<file path="config.mk">
export PLATFORM = sky130hd
export DESIGN_NAME = waveform_peak_finder_core
export DESIGN_NICKNAME = d
export VERILOG_FILES = /design/src/sv/wpf_pkg.sv /design/src/sv/wpf_front.sv /design/src/sv/wpf_queue.sv /design/src/sv/wpf_back.sv /design/src/sv/waveform_peak_finder_core.sv
export VERILOG_INCLUDE_DIRS = /design/src /design/src/sv
export SDC_FILE = /design/constraint.sdc
export NUM_CORES = 1
export LEC_CHECK = 0
export ABC_CLOCK_PERIOD_IN_PS = 7630
export BUFFER_PORTS_ARGS = -buffer_cell sky130_fd_sc_hd__buf_2
export CAP_MARGIN = 20
export CELL_PAD_IN_SITES_DETAIL_PLACEMENT = 1
export CELL_PAD_IN_SITES_GLOBAL_PLACEMENT = 1
export CORE_MARGIN = 3
export CORE_UTILIZATION = 40
export CTS_BUF_LIST = sky130_fd_sc_hd__clkbuf_4
export DETAILED_ROUTE_END_ITERATION = 8
export PLACE_DENSITY = 0.65
export SYNTH_ARGS = -nofsm -noshare
export SYNTH_HDL_FRONTEND = slang
export SYNTH_HIERARCHICAL = 1
export SYNTH_SLANG_ARGS = --single-unit
</file>
<file path="constraint.sdc">
create_clock -name clock -period 7.63 [get_ports clock]
set_input_delay 0.3815 -clock clock [delete_from_list [all_inputs] [get_ports clock]]
set_output_delay 0.3815 -clock clock [all_outputs]
set_load 0.01 [all_outputs]
</file>
<file path="src/sv/waveform_peak_finder_core_assert.svh">
// Assertion macros used by the peak finder's top-level RTL file.
`ifndef WAVEFORM_PEAK_FINDER_CORE_ASSERT_SVH
`define WAVEFORM_PEAK_FINDER_CORE_ASSERT_SVH

// The condition holds in the same cycle as the trigger.
`define WPF_ASSERT_NOW(label, clk, rst, trig, cond) \
   label: assert property (@(posedge clk) disable iff (rst) (trig) |-> (cond)) \
      else $error("peak finder check failed in the same cycle");

// The condition holds in the cycle after the trigger.
`define WPF_ASSERT_NEXT(label, clk, rst, trig, cond) \
   label: assert property (@(posedge clk) disable iff (rst) (trig) |=> (cond)) \
      else $error("peak finder check failed in the following cycle");

`endif

</file>
<file path="src/sv/wpf_pkg.sv">
// Package with the peak finder's constants, sign codes and record types.
`default_nettype none

package wpf_pkg;

   localparam int MAX_PEAKS   = 16;
   localparam int MAX_SAMPLES = 1024;

   localparam int SAMPLE_W       = 16;
   localparam int HEIGHT_W       = 15;
   localparam int POSITION_W     = 10;
   localparam int PEAK_NUMBER_W  = 4;
   localparam int LEVEL_W        = 17;
   localparam int SLOT_W         = $clog2(MAX_PEAKS);
   localparam int SAMPLE_INDEX_W = $clog2(MAX_SAMPLES);

   localparam logic [LEVEL_W-1:0] VALLEY_SENTINEL = LEVEL_W'(65535);

   localparam logic [1:0] SIGN_POS  = 2'd0;
   localparam logic [1:0] SIGN_NEG  = 2'd1;
   localparam logic [1:0] SIGN_ZERO = 2'd2;

   localparam int PEAK_Q_PTR_W = $clog2(MAX_PEAKS);
   localparam int PEAK_Q_DEPTH = 1 << PEAK_Q_PTR_W;
   localparam int RUN_Q_PTR_W  = 2;
   localparam int RUN_Q_DEPTH  = 1 << RUN_Q_PTR_W;

   typedef struct packed {
      logic [POSITION_W-1:0] position;
      logic [HEIGHT_W-1:0]   height;
   } peak_rec_type;

   typedef struct packed {
      peak_rec_type      last_peak;
      logic [SLOT_W-1:0] last_slot;
      logic              found;
      logic              overflow;
   } run_rec_type;

   typedef struct packed {
      logic         peak_push;
      peak_rec_type peak;
      logic         run_push;
      run_rec_type  run;
   } front_push_type;

   typedef struct packed {
      logic peak_pop;
      logic run_pop;
   } back_pop_type;

   typedef struct packed {
      logic         peak_valid;
      peak_rec_type peak;
      logic         run_valid;
      run_rec_type  run;
   } queue_head_type;

endpackage

`default_nettype wire

</file>
<file path="src/sv/wpf_front.sv">
// Front end: takes samples, tracks peaks and valleys, and queues finished peaks and runs.
`default_nettype none

module wpf_front (
   input  logic                                clock,
   input  logic                                reset,
   input  logic                                push,
   input  logic signed [wpf_pkg::SAMPLE_W-1:0] sample_value,
   input  logic                                last_sample,
   input  logic                                q_full,
   output wpf_pkg::front_push_type             push_bus
);
   import wpf_pkg::*;

   logic [SAMPLE_INDEX_W-1:0] index_ff, index_in;
   logic [LEVEL_W-1:0]        ref_ff, ref_in;
   logic [1:0]                sign_ff, sign_in;
   logic [LEVEL_W-1:0]        valley_ff, valley_in;
   logic [SLOT_W-1:0]         slot_ff, slot_in;
   logic                      ovf_ff, ovf_in;
   logic [HEIGHT_W-1:0]       cur_h_ff, cur_h_in;
   logic [POSITION_W-1:0]     cur_pos_ff, cur_pos_in;

   logic                  accept;
   logic                  positive;
   logic [HEIGHT_W-1:0]   v;
   logic [LEVEL_W-1:0]    v_level;
   logic [LEVEL_W:0]      grad;
   logic                  rising;
   logic                  level_eq;
   logic [1:0]            sign_now;
   logic                  same;
   logic                  slot_open;
   logic                  higher;
   logic [POSITION_W-1:0] here;

   always_comb begin
      accept    = push & ~q_full;
      positive  = ~sample_value[SAMPLE_W-1] & (sample_value[SAMPLE_W-2:0] != '0);
      v         = sample_value[HEIGHT_W-1:0];
      v_level   = LEVEL_W'(v);
      grad      = {1'b0, v_level} - {1'b0, ref_ff};
      level_eq  = (grad == '0);
      rising    = ~grad[LEVEL_W] & ~level_eq;
      sign_now  = rising ? SIGN_POS : (level_eq ? SIGN_ZERO : SIGN_NEG);
      same      = (sign_now != SIGN_ZERO) && (sign_now == sign_ff);
      slot_open = (slot_ff != SLOT_W'(MAX_PEAKS - 1));
      higher    = (v > cur_h_ff);
      here      = POSITION_W'(index_ff);

      index_in   = index_ff;
      ref_in     = ref_ff;
      sign_in    = sign_ff;
      valley_in  = valley_ff;
      slot_in    = slot_ff;
      ovf_in     = ovf_ff;
      cur_h_in   = cur_h_ff;
      cur_pos_in = cur_pos_ff;

      push_bus                = '0;
      push_bus.peak.position  = cur_pos_ff;
      push_bus.peak.height    = cur_h_ff;

      if (positive) begin
         sign_in = sign_now;
         if (rising) begin
            if (same) begin
               if (higher) begin
                  cur_h_in   = v;
                  cur_pos_in = here;
               end
               ref_in = higher ? v_level : LEVEL_W'(cur_h_ff);
            end else begin
               ref_in = valley_ff;
               if (slot_open) begin
                  push_bus.peak_push = accept;
                  slot_in            = slot_ff + 1'b1;
                  cur_h_in           = v;
                  cur_pos_in         = here;
               end else begin
                  ovf_in = 1'b1;
                  if (higher) begin
                     cur_h_in   = v;
                     cur_pos_in = here;
                  end
               end
            end
         end else begin
            if (same) begin
               if (v_level < valley_ff) begin
                  valley_in = v_level;
               end
               ref_in = (v_level < valley_ff) ? v_level : valley_ff;
            end else begin
               ref_in    = LEVEL_W'(cur_h_ff);
               valley_in = v_level;
            end
         end
      end

      if (index_ff != SAMPLE_INDEX_W'(MAX_SAMPLES - 1)) begin
         index_in = index_ff + 1'b1;
      end

      push_bus.run_push           = accept & last_sample;
      push_bus.run.last_peak.position = cur_pos_in;
      push_bus.run.last_peak.height   = cur_h_in;
      push_bus.run.last_slot      = slot_in;
      push_bus.run.found          = (slot_in != '0) || (cur_h_in != '0);
      push_bus.run.overflow       = ovf_in;

      // The final word of a waveform leaves the tracker as after reset.
      if (last_sample) begin
         index_in  = '0;
         ref_in    = '0;
         sign_in   = SIGN_POS;
         valley_in = VALLEY_SENTINEL;
         slot_in   = '0;
         ovf_in    = 1'b0;
         cur_h_in  = '0;
      end
   end

   always_ff @(posedge clock) begin
      if (reset) begin
         index_ff  <= '0;
         ref_ff    <= '0;
         sign_ff   <= SIGN_POS;
         valley_ff <= VALLEY_SENTINEL;
         slot_ff   <= '0;
         ovf_ff    <= 1'b0;
         cur_h_ff  <= '0;
      end else if (accept) begin
         index_ff  <= index_in;
         ref_ff    <= ref_in;
         sign_ff   <= sign_in;
         valley_ff <= valley_in;
         slot_ff   <= slot_in;
         ovf_ff    <= ovf_in;
         cur_h_ff  <= cur_h_in;
      end
   end

   always_ff @(posedge clock) begin
      if (accept) begin
         cur_pos_ff <= cur_pos_in;
      end
   end

endmodule

`default_nettype wire

</file>
<file path="src/sv/wpf_queue.sv">
// Queues between front and back: closed peaks and completed waveform runs.
`default_nettype none

module wpf_queue (
   input  logic                    clock,
   input  logic                    reset,
   input  wpf_pkg::front_push_type push_bus,
   input  wpf_pkg::back_pop_type   pop_bus,
   output logic                    full,
   output wpf_pkg::queue_head_type head
);
   import wpf_pkg::*;

   peak_rec_type              peak_mem_ff [PEAK_Q_DEPTH];
   logic [PEAK_Q_PTR_W-1:0]   peak_wr_ff, peak_wr_in;
   logic [PEAK_Q_PTR_W-1:0]   peak_rd_ff, peak_rd_in;
   logic [PEAK_Q_PTR_W:0]     peak_cnt_ff, peak_cnt_in;

   run_rec_type               run_mem_ff [RUN_Q_DEPTH];
   logic [RUN_Q_PTR_W-1:0]    run_wr_ff, run_wr_in;
   logic [RUN_Q_PTR_W-1:0]    run_rd_ff, run_rd_in;
   logic [RUN_Q_PTR_W:0]      run_cnt_ff, run_cnt_in;

   always_comb begin
      peak_wr_in  = peak_wr_ff + PEAK_Q_PTR_W'(push_bus.peak_push);
      peak_rd_in  = peak_rd_ff + PEAK_Q_PTR_W'(pop_bus.peak_pop);
      peak_cnt_in = peak_cnt_ff + (PEAK_Q_PTR_W + 1)'(push_bus.peak_push)
                    - (PEAK_Q_PTR_W + 1)'(pop_bus.peak_pop);
      run_wr_in   = run_wr_ff + RUN_Q_PTR_W'(push_bus.run_push);
      run_rd_in   = run_rd_ff + RUN_Q_PTR_W'(pop_bus.run_pop);
      run_cnt_in  = run_cnt_ff + (RUN_Q_PTR_W + 1)'(push_bus.run_push)
                    - (RUN_Q_PTR_W + 1)'(pop_bus.run_pop);

      full = (peak_cnt_ff == (PEAK_Q_PTR_W + 1)'(PEAK_Q_DEPTH))
             || (run_cnt_ff == (RUN_Q_PTR_W + 1)'(RUN_Q_DEPTH));

      head.peak_valid = (peak_cnt_ff != '0);
      head.peak       = peak_mem_ff[peak_rd_ff];
      head.run_valid  = (run_cnt_ff != '0);
      head.run        = run_mem_ff[run_rd_ff];
   end

   always_ff @(posedge clock) begin
      if (reset) begin
         peak_wr_ff  <= '0;
         peak_rd_ff  <= '0;
         peak_cnt_ff <= '0;
         run_wr_ff   <= '0;
         run_rd_ff   <= '0;
         run_cnt_ff  <= '0;
      end else begin
         peak_wr_ff  <= peak_wr_in;
         peak_rd_ff  <= peak_rd_in;
         peak_cnt_ff <= peak_cnt_in;
         run_wr_ff   <= run_wr_in;
         run_rd_ff   <= run_rd_in;
         run_cnt_ff  <= run_cnt_in;
      end
   end

   always_ff @(posedge clock) begin
      if (push_bus.peak_push) begin
         peak_mem_ff[peak_wr_ff] <= push_bus.peak;
      end
      if (push_bus.run_push) begin
         run_mem_ff[run_wr_ff] <= push_bus.run;
      end
   end

endmodule

`default_nettype wire

</file>
<file path="src/sv/wpf_back.sv">
// Back end: reads finished runs from the queues and presents one result word per peak.
`default_nettype none

module wpf_back (
   input  logic                                 clock,
   input  logic                                 reset,
   input  wpf_pkg::queue_head_type              head,
   output wpf_pkg::back_pop_type                pop_bus,
   input  logic                                 rsp_pop,
   output logic                                 rsp_empty,
   output logic [wpf_pkg::POSITION_W-1:0]       rsp_peak_position,
   output logic [wpf_pkg::HEIGHT_W-1:0]         rsp_peak_height,
   output logic [wpf_pkg::PEAK_NUMBER_W-1:0]    rsp_peak_number,
   output logic                                 rsp_final_peak,
   output logic                                 rsp_found_any,
   output logic                                 rsp_peaks_overflowed
);
   import wpf_pkg::*;

   typedef struct packed {
      logic [POSITION_W-1:0]    position;
      logic [HEIGHT_W-1:0]      height;
      logic [PEAK_NUMBER_W-1:0] number;
      logic                     final_peak;
      logic                     found;
      logic                     overflow;
   } rsp_rec_type;

   logic              valid_ff, valid_in;
   logic [SLOT_W-1:0] k_ff, k_in;
   rsp_rec_type       out_ff, out_in;
   logic              load;

   always_comb begin
      pop_bus  = '0;
      load     = ~valid_ff | rsp_pop;
      valid_in = valid_ff & ~rsp_pop;
      k_in     = k_ff;
      out_in   = out_ff;

      if (load && head.run_valid) begin
         if (k_ff != head.run.last_slot) begin
            if (head.peak_valid) begin
               pop_bus.peak_pop  = 1'b1;
               valid_in          = 1'b1;
               out_in.position   = head.peak.position;
               out_in.height     = head.peak.height;
               out_in.number     = PEAK_NUMBER_W'(k_ff);
               out_in.final_peak = 1'b0;
               out_in.found      = head.run.found;
               out_in.overflow   = head.run.overflow;
               k_in              = k_ff + 1'b1;
            end
         end else begin
            pop_bus.run_pop   = 1'b1;
            valid_in          = 1'b1;
            out_in.position   = head.run.found ? head.run.last_peak.position : '0;
            out_in.height     = head.run.found ? head.run.last_peak.height : '0;
            out_in.number     = PEAK_NUMBER_W'(k_ff);
            out_in.final_peak = 1'b1;
            out_in.found      = head.run.found;
            out_in.overflow   = head.run.overflow;
            k_in              = '0;
         end
      end
   end

   always_ff @(posedge clock) begin
      if (reset) begin
         valid_ff <= 1'b0;
         k_ff     <= '0;
      end else begin
         valid_ff <= valid_in;
         k_ff     <= k_in;
      end
   end

   always_ff @(posedge clock) begin
      if (load) begin
         out_ff <= out_in;
      end
   end

   assign rsp_empty            = ~valid_ff;
   assign rsp_peak_position    = out_ff.position;
   assign rsp_peak_height      = out_ff.height;
   assign rsp_peak_number      = out_ff.number;
   assign rsp_final_peak       = out_ff.final_peak;
   assign rsp_found_any        = out_ff.found;
   assign rsp_peaks_overflowed = out_ff.overflow;

endmodule

`default_nettype wire

</file>
<file path="src/sv/waveform_peak_finder_core.sv">
// Top level of the waveform peak finder: front end, queues and back end.
//
//   Channel  Handshake       Word
//   req_     push / full     sample_value, last_sample
//   rsp_     pop / empty     peak_position, peak_height, peak_number, final_peak,
//                            found_any, peaks_overflowed
//
// One sample word is taken every cycle while the queues have room.
// Results pass the queues and the output register and leave one word a cycle on pop.
// Full rises only when the closed-peak queue or the four-entry run queue is full.
// Reset clears the tracker, the queue pointers and the output valid flag.
`default_nettype none
`include "waveform_peak_finder_core_assert.svh"

module waveform_peak_finder_core (
   input  logic                                 clock,
   input  logic                                 reset,
   input  logic                                 req_push,
   output logic                                 req_full,
   input  logic signed [wpf_pkg::SAMPLE_W-1:0]  req_sample_value,
   input  logic                                 req_last_sample,
   output logic                                 rsp_empty,
   input  logic                                 rsp_pop,
   output logic [wpf_pkg::POSITION_W-1:0]       rsp_peak_position,
   output logic [wpf_pkg::HEIGHT_W-1:0]         rsp_peak_height,
   output logic [wpf_pkg::PEAK_NUMBER_W-1:0]    rsp_peak_number,
   output logic                                 rsp_final_peak,
   output logic                                 rsp_found_any,
   output logic                                 rsp_peaks_overflowed
);
   import wpf_pkg::*;

   front_push_type push_bus;
   back_pop_type   pop_bus;
   queue_head_type head;
   logic           q_full;

   wpf_front u_front (
      .clock        (clock),
      .reset        (reset),
      .push         (req_push),
      .sample_value (req_sample_value),
      .last_sample  (req_last_sample),
      .q_full       (q_full),
      .push_bus     (push_bus)
   );

   wpf_queue u_queue (
      .clock    (clock),
      .reset    (reset),
      .push_bus (push_bus),
      .pop_bus  (pop_bus),
      .full     (q_full),
      .head     (head)
   );

   wpf_back u_back (
      .clock                (clock),
      .reset                (reset),
      .head                 (head),
      .pop_bus              (pop_bus),
      .rsp_pop              (rsp_pop),
      .rsp_empty            (rsp_empty),
      .rsp_peak_position    (rsp_peak_position),
      .rsp_peak_height      (rsp_peak_height),
      .rsp_peak_number      (rsp_peak_number),
      .rsp_final_peak       (rsp_final_peak),
      .rsp_found_any        (rsp_found_any),
      .rsp_peaks_overflowed (rsp_peaks_overflowed)
   );

   assign req_full = q_full;

   `WPF_ASSERT_NOW(a_no_push_when_full, clock, reset,
      (push_bus.peak_push || push_bus.run_push), !q_full)
   `WPF_ASSERT_NOW(a_peak_pop_in_run, clock, reset,
      pop_bus.peak_pop, (head.peak_valid && head.run_valid && !pop_bus.run_pop))
   `WPF_ASSERT_NOW(a_empty_run_single, clock, reset,
      (!rsp_empty && !rsp_found_any),
      (rsp_final_peak && rsp_peak_number == '0 && rsp_peak_height == '0))
   `WPF_ASSERT_NEXT(a_run_queued, clock, reset,
      push_bus.run_push, head.run_valid)

endmodule

`default_nettype wire

</file>
Word level (Yosys, flattened, before mapping)

Memory sizes are Yosys's and may differ from the RTL's. A register that Yosys moved wholly into a read port is not among the register bits.
Index checks and enable logic that the tools add are counted.

Divide/modulo/power cells: 0
Add/subtract/negate cells: 12
Eq/ne operators: 9
Shift-type cells: 0
Reductions and logical operators: 17
Bitwise gates (word level): 12
Order comparisons: 2
Mux-type cells: 61
Multipliers: 0

Operators with widths:

| cell                                                            | count |
|---|---|
| 17-bit 2-to-1 mux                                               | 10 |
| 15-bit 2-to-1 mux                                               | 8 |
| 10-bit 2-to-1 mux                                               | 8 |
| 32-bit 2-to-1 mux                                               | 2 |
| 4-bit 2-to-1 mux                                                | 8 |
| 15-bit nonzero test                                             | 2 |
| 1-bit 2-to-1 mux                                                | 19 |
| 18-bit zero test                                                | 1 |
| 15-bit by 17-bit subtractor with 18-bit output                  | 1 |
| 15-bit by 17-bit < comparator with 1-bit output                 | 1 |
| 15-bit > comparator                                             | 1 |
| 2-bit 2-to-1 mux                                                | 6 |
| 10-bit by 1-bit adder with 10-bit output, second input constant | 1 |
| 10-bit inequality test, second input constant                   | 1 |
| 4-bit by 1-bit adder with 4-bit output                          | 2 |
| 4-bit by 1-bit adder with 4-bit output, second input constant   | 2 |
| 2-bit inequality test, second input constant                    | 3 |
| 1-bit inverter                                                  | 6 |
| 2-bit AND reduction                                             | 3 |
| 3-bit AND reduction                                             | 2 |
| 5-bit by 1-bit adder with 5-bit output                          | 1 |
| 1-bit bitwise AND                                               | 5 |
| 5-bit == test, second input constant                            | 1 |
| 5-bit nonzero test                                              | 1 |
| 14 further kinds                                                | 18 |

Output and inout port bits: 34
ROM bits: 0
Register bits after elaboration: 133
Latch bits: 0
Logic and storage cells: 137
Memories kept: 2
RAM bits: 524

Memories:

| memory              | depth | bits a word | rd ports | clocked after Yosys merged registers in | write ports | line            | text |
|---|---|---|---|---|---|---|---|
| u_queue.peak_mem_ff | 16    | 25          | 1        | 1                                       | 1           | wpf_queue.sv:14 | `peak_rec_type peak_mem_ff [PEAK_Q_DEPTH];` |
| u_queue.run_mem_ff  | 4     | 31          | 1        | 1                                       | 1           | wpf_queue.sv:19 | `run_rec_type run_mem_ff [RUN_Q_DEPTH];` |

Longest topological paths before layout

Depth after elaboration: 12
Depth in mapped cells: 21
Depth with buffers taken out: 19

Hierarchy

Netlist, hierarchy kept.

By module, submodules not included:

| module    | instances | seq. area each (um^2) | area each (um^2) | cells each |
|---|---|---|---|---|
| wpf_queue | 1         | 16135.5               | 20482.1          | 897 |
| wpf_front | 1         | 1621.6                | 5560.3           | 648 |
| wpf_back  | 1         | 1061.0                | 1621.6           | 156 |

Worst setup path before layout

OpenSTA, ideal clock, no wires.

Path type: input port to flip-flop
Start: in req_sample_value[7] (netlist bit)
End: mem u_queue/peak_mem_ff[0][0] (netlist bit), enable pin
Path slack: 2.226 ns
Path buffers: 2
Setup time: 0.438 ns
Cell stages on the path: 14
Arrival: 4.965 ns
Cell sequence: ha_1 -> buf_6 -> nand2_1 -> o21ai_0 -> a211o_1 -> o21ai_0 -> a21oi_1 -> nor2_1 -> nor2_1 -> and3_1 -> clkbuf_1 -> and2_1 -> or3b_2 -> nor3_1

RTL lines:

| what            | line                            | text |
|---|---|---|
| start, declared | waveform_peak_finder_core.sv:20 | `input logic signed [wpf_pkg::SAMPLE_W-1:0] req_sample_value,` |
| end, declared   | wpf_queue.sv:14                 |  |

==> metrics.md <==
| Metric | Value |
|---|---|
| Status | `completed` |
| Max-slew violation count | `0` |
| Required @ worst endpoint | `8.15 ns` |
| Vias/cell | `5.49` |
| Final cell count without fillers | `2942` |
| Initial antenna violation count | `4` |
| Clock Tree Buf Depth | `3` |
| Crit path capture type | `flip-flop` |
| Commonest non-fill, non-tap cell in the layout | `edfxtp_1` |
| Delay-heaviest family, CP | `simple AND/OR/NAND/NOR gates` |
| CTS H-tree depth | `4` |
| CTS tree | `yes` |
| CP Cell Sequence | `inv_1 -> ha_1 -> nand2_1 -> o21ai_0 -> a211o_1 -> o21ai_0 -> a21oi_1 -> nor2_1 -> nor2_1 -> and3_1 -> and2_1 -> or3b_2 -> nor2_4` |
| Vias | `16200` |
| I/O pin cnt | `55` |
| Int Power | `6.40 mW` |
| Fmax | `0.190 GHz` |
| FF+latch count, synth | `657` |
| Final #Nets | `1981` |
| Largest net degree at the start of global routing | `56` |
| Critical path peak fanout | `25` |
| Cell row count | `95` |
| Worst hold path class | `primary input to flip-flop` |
| Psw | `2.53 mW` |
| Placed cells | `2624` |
| Worst R2R Path Depth | `13` |
| Fin crit period | `5.27 ns` |
| Sw Ratio | `28.3%` |
| Final Hold Vio Count | `0` |
| Max-Cap Viols | `0` |
| Worst EP arrival | `5.79 ns` |
| Period utilisation layout | `69.0%` |
| Detail Placement HPWL | `43600 µm` |
| Congestion Overflow GR | `0` |
| RR Endpoint | `u_queue/peak_mem_ff[6][8]` |
| LEAKAGE | `11.3 nW` |
| CTS buffer count | `168` |
| Mean Syn Cell Area | `16.3 µm²` |
| Synth cell types | `73` |
| Clock-pin slew on the worst setup and hold paths | `0.07 ns` |
| Root Driver | `clkbuf_4` |
| CP Capture Point | `u_queue/peak_mem_ff[6][8]` |
| Post-synthesis async set-or-reset flop share | `0%` |
| Clock power share | `33.0%` |
| Max Clock Skew | `0.0845 ns` |
| Syn Inst Count | `1701` |
| Global Route Usage Sum | `20.3%` |
| DRT Pass-1 Iters | `5` |
| Post-CTS resize count | `0` |
| Die height | `269 µm` |
| Later-pin clock latency in the skew report | `0.99 ns` |
| Slowest stage delay, CP | `0.86 ns` |
| PwrDens | `284 nW/µm²` |
| Layout area overhead | `13.5%` |
| Crit Path Category | `flip-flop to flip-flop` |
| Setup repair bufs after CTS | `0` |
| Critical Path Slowest Stage Cell | `nor2_4` |
| GP Congestion | `0.864` |
| Top FF cell, synth | `edfxtp_1` |
| Startpoint Class | `flip-flop` |
| Port Buf Inserts | `54` |
| Layout cell share with drive strength beyond 1 | `26.3%` |
| Clk sinks | `657` |
| Worst Setup SP | `u_front/ref_ff[7]` |
| Antenna Nets Post-Route | `0` |
| DRT iter0 DRCs | `1114` |
| FF-to-FF setup slack | `2.36 ns` |
| Die area | `72400 µm²` |
| R2R Path Start | `u_front/ref_ff[7]` |
| Starting density of the core | `40.8%` |
| # setup viols final | `0` |
| Commonest non-fill, non-tap cells in the layout | `566 x edfxtp_1, 242 x clkbuf_4, 131 x mux4_2` |
| VDD IR max | `0.118 mV` |
| Post-synthesis net count | `1786` |
| First-pass GRT wire length | `108000 µm` |
| DRT Wirelength | `72000 µm` |
| Sequential share of the synthesized area | `68.0%` |
| RSZ-0062 raised after global routing | `no` |
| Worst relative slew slack | `25.4%` |
| Worst-Margin Slew | `1.12 ns` |
| Core area | `67900 µm²` |
| Syn Std Cell Area | `27700 µm²` |
| WP depth | `13` |
| Final TNS setup | `0 ns` |
| Vias in the first global route | `17600` |
| WP buf/inv | `1` |
| Post-route DRC | `0` |
| Comb pwr share | `16.0%` |
| Share of total power in sequential cells | `51.0%` |
| Wirelength per Cell | `24.5 µm` |
| Die X-Extent | `269 µm` |
| EDFF count, synth | `566` |
| Yosys warning total | `6` |
[routing by layer]
layer / up-vias / share of wire, % / GRT usage, %
met4: 0 / 3.0 / 8.78
met2: 444 / 49 / 33.7
met5: - / 0 / 0
li1: 7173 / - / -
met3: 128 / 4.8 / 4.15
met1: 8416 / 43 / 26.2
[layout make-up]
cell class	instances	area, µm²
antenna	2	5.00
clock inverter	51	294
clock buffer	242	1820
timing repair buffer	108	733
fill	6699	36500
multi-input combinational	893	8310
sequential	657	18800
inverter	68	255
tap	921	1150
[logic make-up (layout without fill, tap and decap cells)]
| logic type | after synthesis | after routing | synth area share, % |
|---|---|---|---|
| mux | 204 | 204 | 13.4 |
| xor+xnor | 26 | 26 | 0.823 |
| buf+inv | 151 | 469 | 2.47 |
| flops | 657 | 657 | 68.0 |
| other cells | 0 | 2 | 0 |
| simple gates | 375 | 375 | 6.38 |
| compound gates | 224 | 224 | 5.94 |
| fa+ha+maj | 64 | 64 | 2.98 |
[per-stage QoR]
stage	total power [mW]	util (%)	cell area, µm²	hold slack, ns	setup WS [ns]
2_1_floorplan	5.48	-	27700	0.432	2.23
3_3_place_gp	6.01	42.8	29000	0.469	2.43
3_5_place_dp	6.06	42.8	29000	0.477	2.22
4_1_cts	9.07	46.2	31400	0.163	2.36
5_1_grt	9.40	46.3	31400	0.207	2.00
6_report	8.93	46.3	31400	0.286	2.36
[flip-flops by register name (all words and copies together), names as in the netlist, 10 cells and up]
name,cells
u_front/here,10
u_front/ref_ff,17
u_front/valley_ff,17
u_back/rsp_peak_height,15
u_queue/peak_mem_ff,400
u_back/rsp_peak_position,10
u_queue/run_mem_ff,124
u_front/cur_pos_ff,10
u_front/cur_h_ff,15
[power groups by stage]
stage          combinational (mW)  clock [mW]  sequential [mW]
2_1_floorplan               0.943           0             4.54
3_3_place_gp                 1.39           0             4.62
3_5_place_dp                 1.43           0             4.64
4_1_cts                      1.45        3.06             4.56
5_1_grt                      1.56        3.25             4.59
6_report                     1.43        2.95             4.55
[worst reg2reg max path, cell delays in order, from the launching register on]
cell,delay (ns)
dfxtp_1,0.33
inv_1,0.05
ha_1,0.41
nand2_1,0.07
o21ai_0,0.49
a211o_1,0.18
o21ai_0,0.13
a21oi_1,0.27
nor2_1,0.15
nor2_1,0.45
and3_1,0.44
and2_1,0.36
or3b_2,0.61
nor2_4,0.86
[worst min path at each step]
stage | startpoint | to | slack, ns | cells past startpoint
floorplan | u_front/valley_ff[15] | u_front/valley_ff[15] | 0.43 | 2
global placement | u_front/valley_ff[15] | u_front/valley_ff[15] | 0.47 | 2
detailed placement | u_front/valley_ff[15] | u_front/valley_ff[15] | 0.48 | 2
CTS | req_sample_value[0] | u_front/cur_h_ff[0] | 0.16 | 3
global route | req_sample_value[0] | u_front/cur_h_ff[0] | 0.21 | 3
finish | req_sample_value[0] | u_front/cur_h_ff[0] | 0.29 | 3
[repair_timing]
item / 4_1_cts / 5_1_grt
hold buffers: 23 / 0
hold endpoints to repair: 90 / 0
endpoints found under the setup margin: 0 / 0
[cell usage after synthesis, types with 5 or more instances]
library cell / n / area share (%)
a21oi_1: 27 / 0.49
mux2_2: 13 / 0.53
dfxtp_1: 91 / 6.6
nand2_1: 121 / 1.6
or3_1: 6 / 0.14
nor4_1: 8 / 0.18
nor3_1: 14 / 0.25
edfxtp_1: 566 / 61
mux4_2: 131 / 11
buf_1: 8 / 0.11
o21a_1: 5 / 0.14
inv_1: 67 / 0.91
nand4_1: 10 / 0.23
a31oi_1: 9 / 0.20
a21o_1: 10 / 0.27
clkbuf_1: 43 / 0.58
buf_6: 10 / 0.41
a211o_1: 20 / 0.63
and3_1: 11 / 0.25
o21ai_0: 34 / 0.62
xor2_1: 11 / 0.35
nor2b_1: 21 / 0.47
xnor2_1: 15 / 0.47
nand3_1: 41 / 0.74
nor2_1: 104 / 1.4
mux2i_1: 59 / 2.1
ha_1: 61 / 2.8
buf_2: 15 / 0.27
a22o_1: 30 / 0.95
a22oi_1: 52 / 1.4
and2_1: 8 / 0.18
nand2b_1: 8 / 0.18
buf_4: 6 / 0.16
(Power assumes the default switching activity.)
